`src/rtl/tap_tempo_period_averager_assert.svh`:
```
// ---------------------------------------------------------------------------
// Tap tempo period averager: assertion macros
// Shared concurrent assertion forms; clk and rst_n come from the using module.
// ---------------------------------------------------------------------------
`ifndef TAP_TEMPO_PERIOD_AVERAGER_ASSERT_SVH
`define TAP_TEMPO_PERIOD_AVERAGER_ASSERT_SVH

// Same-cycle implication
`define TTPA_ASSERT_IMPL(lbl, ante, cons, msg) \
    lbl: assert property (@(posedge clk) disable iff (!rst_n) (ante) |-> (cons)) \
        else $error(msg);

// Next-cycle implication
`define TTPA_ASSERT_NEXT(lbl, ante, cons, msg) \
    lbl: assert property (@(posedge clk) disable iff (!rst_n) (ante) |=> (cons)) \
        else $error(msg);

`endif

```
`src/rtl/ttpa_pkg.sv`:
```
// ---------------------------------------------------------------------------
// ttpa_pkg
// Shared types and constants of the tap tempo period averager.
// ---------------------------------------------------------------------------
`default_nettype none

package ttpa_pkg;

    // Default history length (intervals averaged at most)
    localparam int MAX_AVG_DEF = 64;

    // Field widths
    localparam int TAP_W       = 32;
    localparam int PERIOD_W    = 16;
    localparam int AVG_LEN_W   = 7;
    localparam int CFG_ADDR_W  = 1;
    localparam int CFG_DATA_W  = 16;

    // Output beat layout
    localparam int OUT_FIELDS_W = PERIOD_W + 1 + TAP_W + 1 + TAP_W;
    localparam int OUT_TDATA_W  = ((OUT_FIELDS_W + 7) / 8) * 8;

    // Register reset values
    localparam logic [AVG_LEN_W-1:0] AVG_LEN_RST = 7'd1;
    localparam logic [PERIOD_W-1:0]  MBP_RST     = 16'd2500;

    // Register indexes
    localparam logic [CFG_ADDR_W-1:0] REG_AVG_LEN         = 1'b0;
    localparam logic [CFG_ADDR_W-1:0] REG_MAX_BEAT_PERIOD = 1'b1;

    // Divider: one quotient bit per step, mean always fits PERIOD_W bits
    localparam int DIV_STEPS = PERIOD_W;
    localparam int DIV_CNT_W = $clog2(DIV_STEPS);

    // Controller states
    typedef enum logic [4:0] {
        ST_IDLE  = 5'b00001,
        ST_ISSUE = 5'b00010,
        ST_WALK  = 5'b00100,
        ST_DIV   = 5'b01000,
        ST_DONE  = 5'b10000
    } ttpa_state_t;

    // Controller to datapath
    typedef struct packed {
        logic accept;
        logic issue;
        logic walk;
        logic div_step;
        logic load_out;
    } ttpa_cmd_t;

    // Datapath to controller
    typedef struct packed {
        logic walk_done;
        logic div_done;
    } ttpa_status_t;

endpackage

`default_nettype wire

```
`src/rtl/ttpa_ctrl.sv`:
```
// ---------------------------------------------------------------------------
// ttpa_ctrl
// Sequencer: accept a tap, walk the history, divide, hand off the result.
// ---------------------------------------------------------------------------
`default_nettype none

`include "tap_tempo_period_averager_assert.svh"

module ttpa_ctrl
    import ttpa_pkg::*;
(
    input  wire logic         clk,
    input  wire logic         rst_n,
    input  wire logic         s_tvalid,
    output logic              s_tready,
    output logic              m_tvalid,
    input  wire logic         m_tready,
    input  wire ttpa_status_t st,
    output ttpa_cmd_t         cmd
);

    ttpa_state_t state_reg;
    ttpa_state_t state_next;
    logic        out_valid_reg;
    logic        out_valid_next;

    // Next state and commands
    always_comb
    begin
        state_next     = state_reg;
        cmd            = '0;
        out_valid_next = out_valid_reg;
        if (out_valid_reg && m_tready)
        begin
            out_valid_next = 1'b0;
        end
        unique case (state_reg)
            ST_IDLE:
            begin
                if (s_tvalid)
                begin
                    cmd.accept = 1'b1;
                    state_next = ST_ISSUE;
                end
            end
            ST_ISSUE:
            begin
                cmd.issue  = 1'b1;
                state_next = ST_WALK;
            end
            ST_WALK:
            begin
                cmd.walk = 1'b1;
                if (st.walk_done)
                begin
                    state_next = ST_DIV;
                end
            end
            ST_DIV:
            begin
                cmd.div_step = 1'b1;
                if (st.div_done)
                begin
                    state_next = ST_DONE;
                end
            end
            ST_DONE:
            begin
                if (!out_valid_reg || m_tready)
                begin
                    cmd.load_out   = 1'b1;
                    out_valid_next = 1'b1;
                    state_next     = ST_IDLE;
                end
            end
            default:
            begin
                state_next = ST_IDLE;
            end
        endcase
    end

    // State and output valid
    always_ff @(posedge clk or negedge rst_n)
    begin
        if (!rst_n)
        begin
            state_reg     <= ST_IDLE;
            out_valid_reg <= 1'b0;
        end
        else
        begin
            state_reg     <= state_next;
            out_valid_reg <= out_valid_next;
        end
    end

    assign s_tready = (state_reg == ST_IDLE);
    assign m_tvalid = out_valid_reg;

    `TTPA_ASSERT_IMPL(a_load_free, cmd.load_out, (!out_valid_reg || m_tready), "result overwritten")
    `TTPA_ASSERT_NEXT(a_one_item, (s_tvalid && s_tready), !s_tready, "second tap taken while busy")
    `TTPA_ASSERT_NEXT(a_load_shows, cmd.load_out, m_tvalid, "loaded result not presented")

endmodule

`default_nettype wire

```
`src/rtl/ttpa_dp.sv`:
```
// ---------------------------------------------------------------------------
// ttpa_dp
// History ring, interval walk, serial divider, config and result registers.
// ---------------------------------------------------------------------------
`default_nettype none

`include "tap_tempo_period_averager_assert.svh"

module ttpa_dp
    import ttpa_pkg::*;
#(
    parameter int MAX_AVG = MAX_AVG_DEF
)
(
    input  wire logic                  clk,
    input  wire logic                  rst_n,
    input  wire ttpa_cmd_t             cmd,
    output ttpa_status_t               st,
    input  wire logic [TAP_W-1:0]      tap_time,
    input  wire logic                  cfg_we,
    input  wire logic [CFG_ADDR_W-1:0] cfg_addr,
    input  wire logic [CFG_DATA_W-1:0] cfg_data,
    output logic [OUT_TDATA_W-1:0]     out_tdata
);

    localparam int DEPTH = MAX_AVG + 1;
    localparam int AW    = (DEPTH > 1) ? $clog2(DEPTH) : 1;
    localparam int FW    = $clog2(DEPTH + 1);
    localparam int CNT_W = $clog2(MAX_AVG + 1);
    localparam int SUM_W = PERIOD_W + CNT_W;
    localparam int CMP_W = (CNT_W > AVG_LEN_W) ? CNT_W : AVG_LEN_W;

    // Config registers
    logic [AVG_LEN_W-1:0] avg_len_reg;
    logic [PERIOD_W-1:0]  mbp_reg;

    // History ring
    logic [TAP_W-1:0] hist_mem [DEPTH];
    logic [TAP_W-1:0] rd_data_reg;
    logic [AW-1:0]    newest_reg;
    logic [AW-1:0]    rd_ptr_reg;
    logic [FW-1:0]    fill_reg;
    logic [AW-1:0]    slot_next;
    logic [AW-1:0]    rd_ptr_dec;

    // Walk state
    logic [TAP_W-1:0] tap_reg;
    logic [TAP_W-1:0] newer_reg;
    logic [CNT_W-1:0] age_reg;
    logic [CNT_W-1:0] walk_reg;
    logic [CNT_W-1:0] count_reg;
    logic [CNT_W-1:0] count_next;
    logic [SUM_W-1:0] sum_reg;
    logic [SUM_W-1:0] sum_next;
    logic [TAP_W-1:0] last_reg;
    logic             running_reg;

    logic [CMP_W-1:0] avg_len_ext;
    logic [CNT_W-1:0] walk_sat;
    logic [TAP_W-1:0] older;
    logic [TAP_W-1:0] diff;
    logic [TAP_W-1:0] last_calc;
    logic             step_ok;
    logic             walk_done;
    logic             first_step;

    // Divider
    logic [CNT_W-1:0]     rem_reg;
    logic [PERIOD_W-1:0]  quo_reg;
    logic [DIV_CNT_W-1:0] dcnt_reg;
    logic [CNT_W:0]       trial;
    logic [CNT_W:0]       trial_sub;
    logic                 fits;
    logic [CNT_W-1:0]     rem_next;

    // Result registers
    logic [PERIOD_W-1:0] avg_out_reg;
    logic                pvalid_out_reg;
    logic [TAP_W-1:0]    last_out_reg;
    logic                running_out_reg;
    logic [TAP_W-1:0]    next_out_reg;
    logic [PERIOD_W-1:0] avg_final;

    // Ring pointers
    assign slot_next  = (newest_reg == AW'(DEPTH - 1)) ? '0 : newest_reg + AW'(1);
    assign rd_ptr_dec = (rd_ptr_reg == '0) ? AW'(DEPTH - 1) : rd_ptr_reg - AW'(1);

    // Walk length saturates at the history size
    assign avg_len_ext = CMP_W'(avg_len_reg);
    assign walk_sat    = (avg_len_ext > CMP_W'(MAX_AVG)) ? CNT_W'(MAX_AVG)
                                                         : CNT_W'(avg_len_ext);

    // One interval check per cycle; never-written slots read as zero
    always_comb
    begin
        older      = (FW'(age_reg) < fill_reg) ? rd_data_reg : '0;
        diff       = newer_reg - older;
        step_ok    = (age_reg <= walk_reg) && (older != '0)
                     && (diff <= TAP_W'(mbp_reg));
        walk_done  = !step_ok || (age_reg == walk_reg);
        first_step = (age_reg == CNT_W'(1));
        last_calc  = tap_reg - older;
        sum_next   = step_ok ? sum_reg + SUM_W'(diff[PERIOD_W-1:0]) : sum_reg;
        count_next = step_ok ? count_reg + CNT_W'(1) : count_reg;
    end

    // Restoring divide step, quotient bit shifted in at the bottom
    always_comb
    begin
        trial     = {rem_reg, quo_reg[PERIOD_W-1]};
        fits      = (trial >= {1'b0, count_reg});
        trial_sub = trial - {1'b0, count_reg};
        rem_next  = fits ? trial_sub[CNT_W-1:0] : trial[CNT_W-1:0];
    end

    assign avg_final = (count_reg == '0) ? '0 : quo_reg;

    assign st.walk_done = walk_done;
    assign st.div_done  = (dcnt_reg == DIV_CNT_W'(DIV_STEPS - 1));

    // History memory: one write, one registered read per cycle
    always_ff @(posedge clk)
    begin
        if (cmd.accept)
        begin
            hist_mem[slot_next] <= tap_time;
        end
        rd_data_reg <= hist_mem[rd_ptr_reg];
    end

    // Control and config registers
    always_ff @(posedge clk or negedge rst_n)
    begin
        if (!rst_n)
        begin
            avg_len_reg <= AVG_LEN_RST;
            mbp_reg     <= MBP_RST;
            newest_reg  <= '0;
            rd_ptr_reg  <= '0;
            fill_reg    <= '0;
            age_reg     <= '0;
            walk_reg    <= '0;
            count_reg   <= '0;
            sum_reg     <= '0;
            rem_reg     <= '0;
            dcnt_reg    <= '0;
        end
        else
        begin
            if (cfg_we)
            begin
                unique case (cfg_addr)
                    REG_AVG_LEN:         avg_len_reg <= cfg_data[AVG_LEN_W-1:0];
                    REG_MAX_BEAT_PERIOD: mbp_reg     <= cfg_data[PERIOD_W-1:0];
                    default:             ;
                endcase
            end
            if (cmd.accept)
            begin
                newest_reg <= slot_next;
                rd_ptr_reg <= newest_reg;
                if (fill_reg != FW'(DEPTH))
                begin
                    fill_reg <= fill_reg + FW'(1);
                end
                age_reg   <= CNT_W'(1);
                walk_reg  <= walk_sat;
                count_reg <= '0;
                sum_reg   <= '0;
            end
            if (cmd.issue)
            begin
                rd_ptr_reg <= rd_ptr_dec;
            end
            if (cmd.walk)
            begin
                rd_ptr_reg <= rd_ptr_dec;
                sum_reg    <= sum_next;
                count_reg  <= count_next;
                if (walk_done)
                begin
                    rem_reg  <= sum_next[SUM_W-1:PERIOD_W];
                    dcnt_reg <= '0;
                end
                else
                begin
                    age_reg <= age_reg + CNT_W'(1);
                end
            end
            if (cmd.div_step)
            begin
                rem_reg  <= rem_next;
                dcnt_reg <= dcnt_reg + DIV_CNT_W'(1);
            end
        end
    end

    // Payload registers
    always_ff @(posedge clk)
    begin
        if (cmd.accept)
        begin
            tap_reg   <= tap_time;
            newer_reg <= tap_time;
        end
        if (cmd.walk)
        begin
            newer_reg <= older;
            if (first_step)
            begin
                last_reg    <= last_calc;
                running_reg <= (older != '0) && (last_calc < TAP_W'(mbp_reg));
            end
            if (walk_done)
            begin
                quo_reg <= sum_next[PERIOD_W-1:0];
            end
        end
        if (cmd.div_step)
        begin
            quo_reg <= {quo_reg[PERIOD_W-2:0], fits};
        end
        if (cmd.load_out)
        begin
            avg_out_reg     <= avg_final;
            pvalid_out_reg  <= (avg_final != '0);
            last_out_reg    <= last_reg;
            running_out_reg <= running_reg;
            next_out_reg    <= tap_reg + TAP_W'(avg_final);
        end
    end

    assign out_tdata = {{(OUT_TDATA_W - OUT_FIELDS_W){1'b0}}, next_out_reg, running_out_reg,
                        last_out_reg, pvalid_out_reg, avg_out_reg};

    `TTPA_ASSERT_IMPL(a_rem_bound, (cmd.div_step && count_reg != '0), (rem_reg < count_reg), "divider remainder out of range")
    `TTPA_ASSERT_IMPL(a_count_bound, 1'b1, (count_reg <= walk_reg), "more intervals counted than walked")
    `TTPA_ASSERT_NEXT(a_avg_bound, cmd.load_out, (avg_out_reg <= mbp_reg), "mean above longest beat period")

endmodule

`default_nettype wire

```
`src/rtl/tap_tempo_period_averager.sv`:
```
// ---------------------------------------------------------------------------
// tap_tempo_period_averager
// Averages the most recent tap intervals into a tempo period.
// ---------------------------------------------------------------------------
// An accepted tap passes the issue, walk, divide and done states before its
// result is loaded. The walk visits N (1 to min(avg_len, MAX_AVG), at least
// 1) history entries; the history memory delivers one older timestamp per
// cycle and the walk stops at an empty slot, an over-long interval or avg_len.
// A one-bit-per-cycle divider then forms the mean. The next tap is taken once
// the result sits in the output register, even if the sink has not taken it.
// The history is empty after reset without any clearing pass.
`default_nettype none

module tap_tempo_period_averager
    import ttpa_pkg::*;
#(
    parameter int MAX_AVG = MAX_AVG_DEF
)
(
    input  wire logic                   clk,
    input  wire logic                   rst_n,
    // Tap input
    input  wire logic                   s_tvalid,
    output logic                        s_tready,
    input  wire logic [TAP_W-1:0]       s_tdata,   // [31:0] tap_time
    // Result output
    output logic                        m_tvalid,
    input  wire logic                   m_tready,
    // [15:0] avg_period, [16] period_valid, [48:17] last_interval,
    // [49] beat_running, [81:50] next_beat_time, [87:82] zero
    output logic [OUT_TDATA_W-1:0]      m_tdata,
    // Configuration writes
    input  wire logic                   cfg_we,
    input  wire logic [CFG_ADDR_W-1:0]  cfg_addr,
    input  wire logic [CFG_DATA_W-1:0]  cfg_data
);

    ttpa_cmd_t    cmd;
    ttpa_status_t st;

    ttpa_ctrl u_ctrl (
        .clk      (clk),
        .rst_n    (rst_n),
        .s_tvalid (s_tvalid),
        .s_tready (s_tready),
        .m_tvalid (m_tvalid),
        .m_tready (m_tready),
        .st       (st),
        .cmd      (cmd)
    );

    ttpa_dp #(
        .MAX_AVG (MAX_AVG)
    ) u_dp (
        .clk       (clk),
        .rst_n     (rst_n),
        .cmd       (cmd),
        .st        (st),
        .tap_time  (s_tdata),
        .cfg_we    (cfg_we),
        .cfg_addr  (cfg_addr),
        .cfg_data  (cfg_data),
        .out_tdata (m_tdata)
    );

endmodule

`default_nettype wire

```
`config.mk`:
```
export PLATFORM = sky130hd
export DESIGN_NAME = tap_tempo_period_averager
export DESIGN_NICKNAME = d
export VERILOG_FILES = /design/src/rtl/ttpa_pkg.sv /design/src/rtl/ttpa_ctrl.sv /design/src/rtl/ttpa_dp.sv /design/src/rtl/tap_tempo_period_averager.sv
export VERILOG_INCLUDE_DIRS = /design/src /design/src/rtl
export SDC_FILE = /design/constraint.sdc
export NUM_CORES = 2
export LEC_CHECK = 0
export ABC_AREA = 0
export ABC_CLOCK_PERIOD_IN_PS = 7910
export BUFFER_PORTS_ARGS = -buffer_cell sky130_fd_sc_hd__buf_4
export CAP_MARGIN = 15
export CELL_PAD_IN_SITES_DETAIL_PLACEMENT = 1
export CELL_PAD_IN_SITES_GLOBAL_PLACEMENT = 1
export CORE_ASPECT_RATIO = 0.5
export CORE_UTILIZATION = 35
export DETAILED_ROUTE_END_ITERATION = 10
export HOLD_SLACK_MARGIN = 0.08
export PLACE_DENSITY_LB_ADDON = 0.2
export SETUP_SLACK_MARGIN = 0.5
export SLEW_MARGIN = 20
export SYNTH_ARGS = -nofsm -noshare
export SYNTH_HDL_FRONTEND = slang
export SYNTH_SLANG_ARGS = --single-unit
```
`constraint.sdc`:
```
create_clock -name clk -period 7.91 [get_ports clk]
set_input_delay 0.791 -clock clk [delete_from_list [all_inputs] [get_ports clk]]
set_output_delay 0.791 -clock clk [all_outputs]
set_load 0.1 [all_outputs]
```
# [After elaboration in Yosys (flattened, before gate mapping)]
# Memories as Yosys holds them, arrays and structs flattened. A register that Yosys moved wholly into a read port is not among the register bits.
# Cells that the tools add are included.
[op_classes] n_reduce_logical=23 bitwise=1 n_eq_ne=15 n_addsub=11 n_mux=46 order_cmp=6
[op_table] op="$mux W7" count=16
[op_table] op="$mux W32" count=3
[op_table] op="$mux W23" count=3
[op_table] op="$mux W16" count=4
[op_table] op="$sub A32 B32 Y32" count=2
[op_table] op="$add A32 B16 Y32" count=1
[op_table] op="$le A32 B16 Y1" count=1
[op_table] op="$lt A32 B16 Y1" count=1
[op_table] op="$reduce_bool A32 Y1" count=1
[op_table] op="$add A7 B1 Y7 const B" count=4
[op_table] op="$pmux W5 S5" count=1
[op_table] op="$add A23 B16 Y23" count=1
[op_table] op="$mux W5" count=4
[op_table] op="$reduce_bool A16 Y1" count=1
[op_table] op="$logic_not A7 Y1" count=2
[op_table] op="$mux W1" count=12
[op_table] op="$mux W4" count=3
[op_table] op="$reduce_and A2 Y1" count=6
[op_table] op="$ge A8 B7 Y1" count=1
[op_table] op="$eq A7 B1 Y1 const B" count=1
[op_table] op="$eq A7 B7 Y1" count=1
[op_table] op="$eq A7 B7 Y1 const B" count=1
[op_table] op="$gt A7 B7 Y1 const B" count=1
[op_table] op="$le A7 B7 Y1" count=1
[op_table] op="20 further kinds" count=30
[word_totals] output_inout_bits=90 mem_bits_rw=2080 regBits=300 memories=1 input_bits=54 wordCells=126
[memory_table] name="u_dp.hist_mem" depth=65 width=32 read_ports=1 rd_clocked_by_memory_dff=1 wr=1 line="ttpa_dp.sv:38" rtl="logic [TAP_W-1:0] hist_mem [DEPTH];"

# [Longest topological paths before layout]
[logic_depth] depth_word=10 mapped_depth=31 ltp_nobuf=28

# [Cells and area by module]
# A second synthesis with hierarchy kept.
[unflattened] hier_cells=5027 area_unflattened_um2=98704.7
[modules_own_cells] module="ttpa_dp" cells_each=4990 instances=1 area_each_um2=98354.3
[modules_own_cells] module="ttpa_ctrl" cells_each=37 instances=1 area_each_um2=350.3

# [Least setup slack after synthesis]
# No wires, ideal clock.
[synth_path] path_kind="register to register" startpoint="register u_dp.age_reg[4]" endpoint="register u_dp.rem_reg[0]" arrival_ns=6.082 setup_slack_ns=1.732 required_ns=7.815 stages_incl_launch_ff=29 cell_sequence="dfrtp_1 > ha_1 > a21oi_1 > o21ai_0 > a21oi_1 > clkbuf_1 > nand2_1 > ha_1 > o211ai_1 > a21o_1 > a21o_1 > o21ai_0 > a21o_1 > a21oi_1 > o21a_1 > xnor2_1 > ha_1 > a21oi_1 > a21boi_0 > nor3_1 > a21oi_1 > nor3_1 > nand3_1 > or4b_4 > nor4_2 > nand2b_1 > buf_2 > nand2_1 > o221ai_1"
[synth_between] elab_chain_cells=9 word_cells_on_any_way=18 cone_classes="2 x add/sub; 3 x order compare; 1 x eq/ne; 5 x mux; 7 x reduce/logical"
[synth_rtl] element="start: declaration" line="ttpa_dp.sv:49" rtl="logic [CNT_W-1:0] age_reg;"
[synth_rtl] element="start signal: assignment" line="ttpa_dp.sv:187" rtl="age_reg <= age_reg + CNT_W'(1);"
[synth_rtl] element="$lt A7 B7 Y1" line="ttpa_dp.sv:96" rtl="older = (FW'(age_reg) < fill_reg) ? rd_data_reg : '0;"
[synth_rtl] element="$mux W32" line="ttpa_dp.sv:96"
[synth_rtl] element="$sub A32 B32 Y32 / $reduce_bool A32 Y1 (equally long branches)" line="ttpa_dp.sv:97, ttpa_dp.sv:98"
[synth_rtl] element="$le A32 B16 Y1 / $logic_and A1 B1 Y1 (equally long branches)" line="ttpa_dp.sv:99, ttpa_dp.sv:98"
[synth_rtl] element="$logic_and A1 B1 Y1" line="ttpa_dp.sv:99" rtl="&& (diff <= TAP_W'(mbp_reg));"
[synth_rtl] element="$mux W23 / $logic_not A1 Y1 (equally long branches)" line="ttpa_dp.sv:103, ttpa_dp.sv:100"
[synth_rtl] element="$mux W7 / $logic_or A1 B1 Y1 (equally long branches)" line="ttpa_dp.sv:180, ttpa_dp.sv:100"
[synth_rtl] element="$mux W7 / $reduce_bool A2 Y1 (equally long branches)"
[synth_rtl] element="$mux W7 / $reduce_and A2 Y1 (equally long branches)"
[synth_rtl] element="end signal: assignment" line="ttpa_dp.sv:182" rtl="rem_reg <= sum_next[SUM_W-1:PERIOD_W];"
[synth_rtl] element="end signal: assignment" line="ttpa_dp.sv:192" rtl="rem_reg <= rem_next;"
[synth_rtl] element="end: declaration" line="ttpa_dp.sv:68" rtl="logic [CNT_W-1:0] rem_reg;"
# Parallel ways exist; a longest one is shown, timed or not. The select of a mux whose other input is x is not followed.
# A chain may end at the register's enable or synchronous reset.

# [Worst setup path in the final report]
[layout_path] startpoint="register u_dp.age_reg[4]" endpoint="register u_dp.count_reg[6]"
[layout_between] elab_chain_cells=7 word_cells_on_any_way=10 cone_classes="1 x add/sub; 3 x order compare; 1 x eq/ne; 1 x mux; 4 x reduce/logical"
[layout_rtl] element="$lt A7 B7 Y1" line="ttpa_dp.sv:96"
[layout_rtl] element="$mux W32" line="ttpa_dp.sv:96"
[layout_rtl] element="$sub A32 B32 Y32 / $reduce_bool A32 Y1 (equally long branches)" line="ttpa_dp.sv:97, ttpa_dp.sv:98"
[layout_rtl] element="$le A32 B16 Y1 / $logic_and A1 B1 Y1 (equally long branches)" line="ttpa_dp.sv:99, ttpa_dp.sv:98"
[layout_rtl] element="$logic_and A1 B1 Y1 *" line="ttpa_dp.sv:99"
[layout_rtl] element="$ne A2 B1 Y1 (no line) *"
[layout_rtl] element="$reduce_and A2 Y1 (no line) *"
[layout_rtl] element="end signal: assignment" line="ttpa_dp.sv:179" rtl="count_reg <= count_next;"
[layout_rtl] element="end: declaration" line="ttpa_dp.sv:51" rtl="logic [CNT_W-1:0] count_reg;"
# Every way passes the cells marked *; elsewhere a longest branch is shown, timed or not.

==> results.json <==
{
  "outcome": "completed",
  "min_delay_path_depth": 2,
  "crit_required_ps": 8650,
  "fin_crit_ps": 7010,
  "synth-seq-cells": 2412,
  "peakVddDrop_v": 0.000248,
  "antenna_found_initial": 28,
  "synthCells": 5676,
  "relSlewSlack": 0.191,
  "die_x_um": 753,
  "core_area_mm2": 0.280,
  "grt_pass1_wl_um": 422000,
  "avgSynthCellArea_um2": 17.4,
  "post-synth-top-count-cell": "edfxtp_1",
  "synthFlopType": "edfxtp_1",
  "row_count": 137,
  "synth_area_leader_cell": "edfxtp_1",
  "power_leakage_nw": 36.5,
  "dr.first_iter.drc_count": 5146,
  "fin_crit_sh": 0.887,
  "synth.distinct_cells": 91,
  "firstDrtPassIters": 5,
  "die_h_um": 378,
  "cpMostUsedCell": "a21oi_1",
  "dp_hpwl_um": 174000,
  "syn_to_final_growth_pct": 13.7,
  "clock_latency_ps": 910,
  "io_buffers": 137,
  "fin_total_pwr_w": 0.0405,
  "synth_top_cell_area_share": 0.692,
  "worstSetupEndpointType": "register",
  "largest_register_ffs": 2080,
  "grt_pass1_vias": 57400,
  "gr-total-overflow": 0,
  "dieArea_mm2": 0.284,
  "hold_class": "in2reg",
  "layout-drive-gt1-share": 0.197,
  "top_register": "u_dp.hist_mem",
  "start_util": 0.353,
  "finalSetupViolCount": 0,
  "max_freq_mhz": 143,
  "rrSetupSlack_ps": 900,
  "grt_max_degree": 130,
  "wl_per_cell_um": 30.2,
  "holdWs_ps": 209,
  "cts_buffers": 229,
  "place.gp.congestion": 0.813,
  "path_class": "reg2reg",
  "h-tree-depth": 4,
  "avgViaCountPerCell": 5.59,
  "cts.sinks": 2412,
  "slowest_stage": "or4b_1",
  "yosys-top-cells-count": "edfxtp_1 (2275), mux4_2 (352), mux2i_1 (333)",
  "cts_tree": "done",
  "synth_seq_area_share": 0.725,
  "cts-root-buf": "clkbuf_16",
  "nets": 6113,
  "max_stage_delay_ps": 540,
  "tns_ps": 0,
  "timing.final.max_slew_violations": 0,
  "wl_um": 298000,
  "drv_cap": 0,
  "start_kind": "register",
  "r2r_start": "u_dp.age_reg[4]$_DFF_PN0_",
  "min_to": "u_ctrl.m_tvalid$_DFF_PN0_",
  "rsz0062_at_grt": "false",
  "rr_endpoint": "u_dp.count_reg[6]$_DFFE_PN0P_",
  "ant_nets": 0,
  "via_count": 55100,
  "yosysWarnings": 0,
  "hp-start": "m_tready",
  "grtUsageTotal": 0.205,
  "worstMarginPinSlew_ps": 1210,
  "clkTransAtPathRegs_ps": 60,
  "synth-edff-count": 2275,
  "rr_worst_depth": 28,
  "async_flop_share": 0.0435,
  "synth.area.top_cells": "edfxtp_1 (69%), mux4_2 (8.0%), mux2i_1 (3.4%)",
  "synth_area_mm2": 0.0988,
  "nFillCells": 27200,
  "hold_violations": 0,
  "powerDensity_mw_per_mm2": 360,
  "fin_worst_skew_ps": 102,
  "remaining_drc_errors": 0,
  "ctsLongestPathBuffers": 4,
  "io_pins": 144,
  "cp.arrival_ps": 7750,
  "cp_max_fo": 33
}
[final cells by class]
type,instances,area [um2],share of cell area
tap,3753,4700,0.0418
clock inverter,122,1010,0.00901
clock buffer,291,6100,0.0543
multi-input combinational,2878,26300,0.234
antenna,15,37.5,0.000334
sequential,2412,71600,0.637
timing repair buffer,278,2230,0.0198
inverter,99,372,0.00331
[metrics by stage]
stage / area (um2) / instances / setup WS (ps) / utilization
after floorplan: 98800 / 5681 / 1730 / -
after global placement: 105000 / 9417 / 665 / 0.376
after detailed placement: 105000 / 9417 / 430 / 0.376
after CTS: 112000 / 9831 / 545 / 0.401
after global routing: 112000 / 9834 / 499 / 0.401
final: 112000 / 9848 / 895 / 0.402
[worst max-delay path: cells and delay by family (launching register included)]
| family | cells | cell delay (ps) |
|---|---|---|
| compound gates | 12 | 2020 |
| xor+xnor | 1 | 210 |
| fa+ha+maj | 3 | 1030 |
| buf+inv | 2 | 450 |
| flops | 1 | 460 |
| simple gates | 10 | 2710 |
[how the worst max path moves through the flow]
stage,to,startpoint,cells after the start
after floorplan,u_dp.rem_reg[0]$_DFFE_PN0P_,u_dp.age_reg[4]$_DFF_PN0_,28
after global placement,u_dp.count_reg[6]$_DFFE_PN0P_,u_dp.age_reg[6]$_DFF_PN0_,29
after detailed placement,u_dp.count_reg[6]$_DFFE_PN0P_,u_dp.age_reg[4]$_DFF_PN0_,28
after CTS,u_dp.count_reg[6]$_DFFE_PN0P_,u_dp.age_reg[4]$_DFF_PN0_,28
after global routing,u_dp.count_reg[5]$_DFFE_PN0P_,u_dp.age_reg[6]$_DFF_PN0_,28
final,u_dp.count_reg[6]$_DFFE_PN0P_,u_dp.age_reg[4]$_DFF_PN0_,28
[layer usage]
layer | global-route usage | vias up | wire length (um)
met2 | 0.342 | 1689 | 142000
li1 | - | 23300 | -
met1 | 0.289 | 29700 | 132000
met5 | 0 | - | 9
met3 | 0.0267 | 356 | 17500
met4 | 0.0421 | 2 | 5930
[report_power, final]
group,total [W],internal (W),switching (W)
combinational,0.0145,0.00514,0.00939
sequential,0.0152,0.0147,0.000519
clock,0.0108,0.00594,0.00483
[cells in the final DEF, fill, tap and decap left out, types with 91 or more instances in the layout]
| master | instances |
|---|---|
| a21oi_1 | 322 |
| xnor2_1 | 92 |
| mux2_2 | 106 |
| clkbuf_16 | 231 |
| dfrtp_1 | 91 |
| mux2i_1 | 333 |
| o221ai_1 | 111 |
| ha_1 | 155 |
| inv_1 | 96 |
| nor3_1 | 127 |
| edfxtp_1 | 2275 |
| o22ai_1 | 101 |
| mux4_2 | 352 |
| nand2_1 | 230 |
| nor2_1 | 112 |
| o21ai_0 | 215 |
| buf_4 | 264 |
[what timing repair did]
item                                    CTS  global route
gates resized for setup                   1            15
hold endpoints to repair                  8             0
cloned                                    0             1
hold buffers                              1             0
pin swaps                                 0             2
setup buffers                             0             1
endpoints found under the setup margin    2            47
[kinds of logic after synthesis]
logic type / share of synthesized area
multiplexers: 0.126
XOR/XNOR: 0.0108
other: 0.0000380
adder cells (fa/ha/maj): 0.0208
flip-flops: 0.725
buffers and inverters: 0.0156
AND/OR/NAND/NOR: 0.0394
AO/OA/AOI/OAI: 0.0625
Note: power is estimated with default switching activity, not from simulation.
